==> src/hdl/cmsr_pkg.sv <==
package cmsr_pkg;

  typedef enum logic [2:0] {
    FN_HOST     = 3'd0,
    FN_ROW_WR   = 3'd1,
    FN_BATT     = 3'd2,
    FN_KEY_DOWN = 3'd3,
    FN_TOUCH    = 3'd4,
    FN_PEN_UP   = 3'd5,
    FN_RSVD6    = 3'd6,
    FN_RSVD7    = 3'd7
  } func_t;

  typedef enum logic [1:0] {
    ST_IDLE,
    ST_EMIT,
    ST_SCAN
  } state_t;

  localparam logic [7:0] OP_BATT_MAIN   = 8'h70;
  localparam logic [7:0] OP_BATT_BACKUP = 8'h71;
  localparam logic [7:0] OP_SCAN        = 8'h13;
  localparam logic [7:0] OP_KEY_DOWN    = 8'h12;
  localparam logic [7:0] OP_TOUCH       = 8'h04;
  localparam logic [7:0] OP_PEN_UP      = 8'h05;
  localparam logic [7:0] BYTE_MASK      = 8'hFF;

  localparam int FUNC_W  = 3;
  localparam int IN_W    = 72;
  localparam int REPLY_W = 40;

endpackage

==> src/hdl/companion_mcu_serial_responder.sv <==
// a taken item moves to ST_EMIT, which registers the first reply byte onto out_tdata
// one item at a time; in_tready is low until the last reply byte is registered
// a key scan reply is MATRIX_ROWS + 1 bytes, read one row per cycle from the row memory
// while the output is not stalled; items with no reply leave the input ready
// reset (rst_n low, synchronous): control idle, battery level and all rows read as zero
module companion_mcu_serial_responder
  import cmsr_pkg::*;
#(
  parameter int MATRIX_ROWS = 13
) (
  input  logic              clk,
  input  logic              rst_n,
  input  logic              in_tvalid,
  output logic              in_tready,
  // rx_byte, matrix_row, matrix_value, battery_raw, touch_x, touch_y
  input  logic [IN_W-1:0]   in_tdata,
  // func
  input  logic [FUNC_W-1:0] in_tuser,
  output logic              out_tvalid,
  input  logic              out_tready,
  // tx_byte
  output logic [7:0]        out_tdata,
  output logic              out_tlast
);

  localparam int AW = (MATRIX_ROWS > 1) ? $clog2(MATRIX_ROWS) : 1;

  logic          wr_en;
  logic [AW-1:0] wr_addr;
  logic [7:0]    wr_data;
  logic [AW-1:0] rd_addr;
  logic [7:0]    rd_data;

  cmsr_seq #(
    .MATRIX_ROWS(MATRIX_ROWS),
    .AW(AW)
  ) u_seq (
    .clk            (clk),
    .rst_n          (rst_n),
    .in_tvalid      (in_tvalid),
    .in_tready      (in_tready),
    .in_func        (in_tuser),
    .in_rx_byte     (in_tdata[7:0]),
    .in_matrix_row  (in_tdata[11:8]),
    .in_matrix_value(in_tdata[19:12]),
    .in_battery_raw (in_tdata[35:20]),
    .in_touch_x     (in_tdata[51:36]),
    .in_touch_y     (in_tdata[67:52]),
    .out_tvalid     (out_tvalid),
    .out_tready     (out_tready),
    .out_tx_byte    (out_tdata),
    .out_last       (out_tlast),
    .mem_wr_en      (wr_en),
    .mem_wr_addr    (wr_addr),
    .mem_wr_data    (wr_data),
    .mem_rd_addr    (rd_addr),
    .mem_rd_data    (rd_data)
  );

  cmsr_kmem #(
    .MATRIX_ROWS(MATRIX_ROWS),
    .AW(AW)
  ) u_kmem (
    .clk    (clk),
    .rst_n  (rst_n),
    .wr_en  (wr_en),
    .wr_addr(wr_addr),
    .wr_data(wr_data),
    .rd_addr(rd_addr),
    .rd_data(rd_data)
  );

endmodule

==> src/hdl/cmsr_kmem.sv <==
module cmsr_kmem #(
  parameter int MATRIX_ROWS = 13,
  parameter int AW = 4
) (
  input  logic          clk,
  input  logic          rst_n,
  input  logic          wr_en,
  input  logic [AW-1:0] wr_addr,
  input  logic [7:0]    wr_data,
  input  logic [AW-1:0] rd_addr,
  output logic [7:0]    rd_data
);

  logic [7:0]             mem [MATRIX_ROWS];
  logic [MATRIX_ROWS-1:0] vld_r;
  logic [7:0]             mem_q_r;
  logic                   vld_q_r;

  // row data, no reset
  always_ff @(posedge clk) begin
    if (wr_en) begin
      mem[wr_addr] <= wr_data;
    end
    mem_q_r <= mem[rd_addr];
  end

  // rows never written read as zero
  always_ff @(posedge clk) begin
    if (!rst_n) begin
      vld_r   <= '0;
      vld_q_r <= 1'b0;
    end else begin
      if (wr_en) begin
        vld_r[wr_addr] <= 1'b1;
      end
      vld_q_r <= vld_r[rd_addr];
    end
  end

  assign rd_data = vld_q_r ? mem_q_r : 8'h00;

endmodule

==> src/hdl/cmsr_seq.sv <==
module cmsr_seq
  import cmsr_pkg::*;
#(
  parameter int MATRIX_ROWS = 13,
  parameter int AW = 4
) (
  input  logic              clk,
  input  logic              rst_n,
  input  logic              in_tvalid,
  output logic              in_tready,
  input  logic [FUNC_W-1:0] in_func,
  input  logic [7:0]        in_rx_byte,
  input  logic [3:0]        in_matrix_row,
  input  logic [7:0]        in_matrix_value,
  input  logic [15:0]       in_battery_raw,
  input  logic [15:0]       in_touch_x,
  input  logic [15:0]       in_touch_y,
  output logic              out_tvalid,
  input  logic              out_tready,
  output logic [7:0]        out_tx_byte,
  output logic              out_last,
  output logic              mem_wr_en,
  output logic [AW-1:0]     mem_wr_addr,
  output logic [7:0]        mem_wr_data,
  output logic [AW-1:0]     mem_rd_addr,
  input  logic [7:0]        mem_rd_data
);

  localparam logic [AW-1:0] ROW_LAST = AW'(MATRIX_ROWS - 1);

  state_t               state_r, state_nxt;
  logic [REPLY_W-1:0]   buf_r, buf_nxt;
  logic [2:0]           cnt_r, cnt_nxt;
  logic                 scan_r, scan_nxt;
  logic [AW-1:0]        row_r, row_nxt;
  logic [15:0]          batt_r, batt_nxt;
  logic                 out_vld_r, out_vld_nxt;
  logic [7:0]           out_byte_r, out_byte_nxt;
  logic                 out_last_r, out_last_nxt;
  logic                 acc;
  logic                 ld;

  assign in_tready   = (state_r == ST_IDLE);
  assign acc         = in_tvalid && in_tready;
  assign ld          = !out_vld_r || out_tready;
  assign out_tvalid  = out_vld_r;
  assign out_tx_byte = out_byte_r;
  assign out_last    = out_last_r;
  assign mem_rd_addr = row_nxt;
  assign mem_wr_addr = AW'(in_matrix_row);
  assign mem_wr_data = in_matrix_value;

  always_comb begin
    state_nxt    = state_r;
    buf_nxt      = buf_r;
    cnt_nxt      = cnt_r;
    scan_nxt     = scan_r;
    row_nxt      = row_r;
    batt_nxt     = batt_r;
    out_vld_nxt  = out_vld_r && !out_tready;
    out_byte_nxt = out_byte_r;
    out_last_nxt = out_last_r;
    mem_wr_en    = 1'b0;
    unique case (state_r)
      ST_IDLE: begin
        if (acc) begin
          case (func_t'(in_func))
            FN_HOST: begin
              if (in_rx_byte == OP_BATT_MAIN || in_rx_byte == OP_BATT_BACKUP) begin
                buf_nxt   = {OP_BATT_MAIN, batt_r, 16'h0000};
                cnt_nxt   = 3'd2;
                state_nxt = ST_EMIT;
              end else if (in_rx_byte == OP_SCAN) begin
                buf_nxt   = {OP_SCAN, 32'h0};
                cnt_nxt   = 3'd0;
                scan_nxt  = 1'b1;
                state_nxt = ST_EMIT;
              end
            end
            FN_ROW_WR: begin
              mem_wr_en = (6'(in_matrix_row) < 6'(MATRIX_ROWS));
            end
            FN_BATT: begin
              batt_nxt = in_battery_raw;
            end
            FN_KEY_DOWN: begin
              buf_nxt   = {OP_KEY_DOWN, 32'h0};
              cnt_nxt   = 3'd0;
              state_nxt = ST_EMIT;
            end
            FN_TOUCH: begin
              buf_nxt   = {OP_TOUCH, in_touch_x, in_touch_y};
              cnt_nxt   = 3'd4;
              state_nxt = ST_EMIT;
            end
            FN_PEN_UP: begin
              buf_nxt   = {OP_PEN_UP, 32'h0};
              cnt_nxt   = 3'd0;
              state_nxt = ST_EMIT;
            end
            default: begin
            end
          endcase
        end
      end
      ST_EMIT: begin
        if (ld) begin
          out_vld_nxt  = 1'b1;
          out_byte_nxt = buf_r[REPLY_W-1 -: 8] & BYTE_MASK;
          out_last_nxt = (cnt_r == 3'd0) && !scan_r;
          buf_nxt      = {buf_r[REPLY_W-9:0], 8'h00};
          cnt_nxt      = cnt_r - 3'd1;
          if (cnt_r == 3'd0) begin
            state_nxt = scan_r ? ST_SCAN : ST_IDLE;
          end
        end
      end
      ST_SCAN: begin
        if (ld) begin
          out_vld_nxt  = 1'b1;
          out_byte_nxt = mem_rd_data;
          out_last_nxt = (row_r == ROW_LAST);
          if (row_r == ROW_LAST) begin
            row_nxt   = '0;
            scan_nxt  = 1'b0;
            state_nxt = ST_IDLE;
          end else begin
            row_nxt = row_r + AW'(1);
          end
        end
      end
      default: begin
        state_nxt = ST_IDLE;
      end
    endcase
  end

  always_ff @(posedge clk) begin
    if (!rst_n) begin
      state_r   <= ST_IDLE;
      scan_r    <= 1'b0;
      row_r     <= '0;
      batt_r    <= '0;
      out_vld_r <= 1'b0;
    end else begin
      state_r   <= state_nxt;
      scan_r    <= scan_nxt;
      row_r     <= row_nxt;
      batt_r    <= batt_nxt;
      out_vld_r <= out_vld_nxt;
    end
  end

  always_ff @(posedge clk) begin
    buf_r      <= buf_nxt;
    cnt_r      <= cnt_nxt;
    out_byte_r <= out_byte_nxt;
    out_last_r <= out_last_nxt;
  end

endmodule

==> config.mk <==
export PLATFORM = sky130hd
export DESIGN_NAME = companion_mcu_serial_responder
export DESIGN_NICKNAME = d
export VERILOG_FILES = /design/src/hdl/cmsr_pkg.sv /design/src/hdl/companion_mcu_serial_responder.sv /design/src/hdl/cmsr_kmem.sv /design/src/hdl/cmsr_seq.sv
export SDC_FILE = /design/constraint.sdc
export NUM_CORES = 1
export LEC_CHECK = 0
export ABC_AREA = 1
export BUFFER_PORTS_ARGS = -buffer_cell sky130_fd_sc_hd__buf_4
export CELL_PAD_IN_SITES_DETAIL_PLACEMENT = 0
export CELL_PAD_IN_SITES_GLOBAL_PLACEMENT = 1
export CORE_MARGIN = 4
export CORE_UTILIZATION = 42
export CTS_CLUSTER_DIAMETER = 30
export DETAILED_ROUTE_END_ITERATION = 8
export PLACE_DENSITY_LB_ADDON = 0.15
export SYNTH_ARGS = -nofsm -noshare
export SYNTH_HDL_FRONTEND = slang
export SYNTH_SLANG_ARGS = --single-unit
==> constraint.sdc <==
create_clock -name clk -period 4.6 [get_ports clk]
set_input_delay 0.92 -clock clk [delete_from_list [all_inputs] [get_ports clk]]
set_output_delay 0.92 -clock clk [all_outputs]
set_load 0.03 [all_outputs]
==> impl_metrics.py <==
metrics = {
    "hold_path": {
        "min_path_cells": 2,
        "min-delay-start": "u_seq.batt_r[4]",
        "hold_path.class": "reg -> reg",
        "whs_endpoint": "u_seq.batt_r[4]",
    },
    "clock_network": {
        "post_cts_buffers": 0,
        "holdBufCountCts": 0,
        "clock_sinks": 202,
        "ctsResizeCount": 0,
        "cts_tree": "built",
        "cts_root_buf": "clkbuf_16",
        "cts-htree-levels": 2,
        "cts_buffer_depth": 3,
        "clkTransAtPathRegs_ps": 50,
        "worstSkewPairLatency_ps": 510,
        "numCtsBuffers": 42,
    },
    "power": {
        "p_int_mw": 4.934,
        "comb_power_share": 0.217,
        "ir_drop_uv": 248.9,
        "power_frac_seq": 0.339,
        "p_per_area_nw_per_um2": 616.9,
        "p_sw_frac": 0.2953,
        "p_sw_mw": 2.068,
        "p_leak_nw": 4.845,
        "pwr-share-clk": 0.444,
    },
    "route": {
        "drt_wl_total_um": 21600,
        "vias": 6424,
        "vias_per_cell": 4.848,
        "first_iter_violations": 309,
        "firstDrtPassIters": 4,
        "ant_nets": 0,
        "route.detailed.drc": 0,
        "wl_per_cell_um": 16.30,
    },
    "place": {
        "place_inst": 1247,
        "dp_hpwl_um": 13270,
        "dpl_cell_area_um2": 9851,
        "io_buffer_count": 85,
        "gp_congestion": 0.7720,
    },
    "worst_setup_path": {
        "critPathKind": "reg -> reg",
        "regToRegSetupSlack_ps": 1560,
        "r2r-end": "u_kmem.mem_q_r[2]",
        "cp-end-kind": "flip-flop",
        "crit_arrival_ps": 3480,
        "r2r-start": "u_seq.state_r[0]",
        "crit_required_ps": 5040,
        "reg2reg_depth": 9,
        "startpoint_type": "flip-flop",
        "path_max_fanout": 29,
    },
    "floorplan": {
        "core_um2": 21090,
        "ios": 90,
        "die_h_um": 154.5,
        "die_x_um": 154.5,
        "placementRows": 53,
        "dieArea_um2": 23870,
        "start_util": 0.4274,
    },
    "job": {
        "maxCapViolCount": 0,
    },
    "finish": {
        "nets": 1102,
        "final_area_um2": 11350,
        "antennaDiodeCount": 0,
        "final-instance-count-excl-fill": 1325,
        "drive_gt1_frac": 0.1771,
        "area_delta_synth_final_pct": 25.93,
        "utilization": 0.5383,
    },
    "sta": {
        "fmax_ghz": 0.3290,
        "finalMaxSlewViolations": 0,
        "setup_viol": 0,
        "setup_tns_ps": 0,
        "finalCritPeriodShare": 0.6608,
        "whs_ps": 451.7,
        "rsz0062_at_grt": "no",
        "tightestPinTransition_ps": 1122,
        "skew_ps": 11.16,
        "fin_crit_ps": 3040,
        "hold_violations": 0,
        "max-slew-margin-rel": 0.2494,
    },
    "synth": {
        "yosys_warnings": 0,
        "synth.cell_area_um2": 9014,
        "syn_inst": 917,
        "synth_nets": 1003,
        "yosysTopAreaCellShare": 0.5197,
        "yosysSeqAreaShare": 0.6219,
        "avgSynthCellArea_um2": 9.829,
        "ys_ff_latch": 202,
        "yosys-top-cells-area": "edfxtp_1 52%, dfxtp_1 10%, nand3_1 8.6%",
        "yosysUniqueCellTypes": 33,
        "synth_largest_area_cell": "edfxtp_1",
    },
    "status": {
        "status": "finished clean",
    },
    "global_route": {
        "grt_pass1_wl_um": 33620,
        "grt_max_degree": 56,
        "track_usage": 0.1790,
        "grt_pass1_vias": 6197,
        "grt_overflow_total": 0,
        "antenna_found_initial": 0,
    },
}
critical path, stage by stage (launching register included):
cell,delay [ps]
dfxtp_1,320
inv_1,80
ha_1,580
nand4_2,830
buf_4,550
nand3_1,120
nand3_1,90
nand3_1,110
nand3_1,140
nand2_1,120
cell usage in the layout (no fill, tap or decap), types with 3 or more instances in the layout:
cell / instances
inv_1: 178
nand2_1: 158
edfxtp_1: 156
nand3_1: 154
buf_4: 96
nor2_1: 48
clkbuf_16: 47
dfxtp_1: 46
o21ai_0: 33
a21oi_1: 19
nand3b_1: 16
o221ai_1: 16
o21a_1: 13
nand2_2: 7
ha_1: 7
clkinv_2: 7
clkinvlp_4: 6
clkbuf_1: 6
bufinv_16: 5
clkinv_1: 4
clkbuf_8: 4
nand4_1: 3
inv_2: 3
sequential cells by signal, indices dropped and copies added, names as in the netlist, 2 cells and up:
register	cells
u_seq.buf_r	40
u_seq.batt_r	16
u_seq.out_tx_byte	8
u_seq.state_r	2
u_seq.row_r	4
u_kmem.mem_q_r	8
u_kmem.mem	104
u_seq.cnt_r	3
u_kmem.vld_r	13
power groups by stage:
stage / clock (mW) / combinational (mW) / sequential (mW)
floorplan: 0 / 1.02 / 2.47
global placement: 0 / 1.53 / 2.40
detailed placement: 0 / 1.53 / 2.41
CTS: 3.15 / 1.54 / 2.37
global route: 3.25 / 1.70 / 2.39
finish: 3.11 / 1.52 / 2.37
cell usage after synthesis (all sizes together):
cell type / instances
nor3b: 2
nand3: 154
xor2: 1
o21ai: 36
nand4: 5
inv: 181
ha: 7
dfxtp: 46
nand3b: 16
clkbuf: 14
o31ai: 1
a31oi: 2
xnor2: 1
o21a: 13
o221ai: 16
edfxtp: 156
nand2: 166
nor4: 2
buf: 27
a21oi: 20
nor2: 48
nor3: 1
clkinv: 2
metrics by stage:
stage	worst slack (ps)	total power, mW
4_1_cts	1558	7.067
5_1_grt	1390	7.348
6_report	1560	7.002
2_1_floorplan	1148	3.483
3_3_place_gp	1500	3.932
3_5_place_dp	1516	3.939
layer usage:
metal,global-route usage,part of all wire
met3,0.03861,0.054
met1,0.2486,0.46
met5,0,0
met2,0.2854,0.47
met4,0.05004,0.018
worst max path at each step:
stage | start | end
2_1_floorplan | in_tdata[3] | u_seq.buf_r[0]
3_3_place_gp | out_tready | u_kmem.mem_q_r[2]
3_5_place_dp | out_tready | u_kmem.mem_q_r[2]
4_1_cts | u_seq.state_r[0] | u_kmem.mem_q_r[2]
5_1_grt | u_seq.state_r[0] | u_kmem.mem_q_r[0]
6_report | u_seq.state_r[0] | u_kmem.mem_q_r[2]
cell type report:
type / instances / area (um2)
Fill cell: 1944 / 9737
Clock inverter: 21 / 246.5
Tap cell: 275 / 344.1
Inverter: 183 / 686.9
Multi-Input combinational cell: 491 / 2494
Sequential cell: 202 / 5605
Timing Repair Buffer: 96 / 720.7
Clock buffer: 57 / 1254
logic make-up after synthesis:
family	count (synthesis)	share of synthesized area
AND/OR/NAND/NOR	394	0.1992
buffers and inverters	224	0.1034
flip-flops	202	0.6219
AO/OA/AOI/OAI	88	0.06302
adder cells (fa/ha/maj)	7	0.009716
XOR/XNOR	2	0.002777
(Power assumes the default switching activity.)
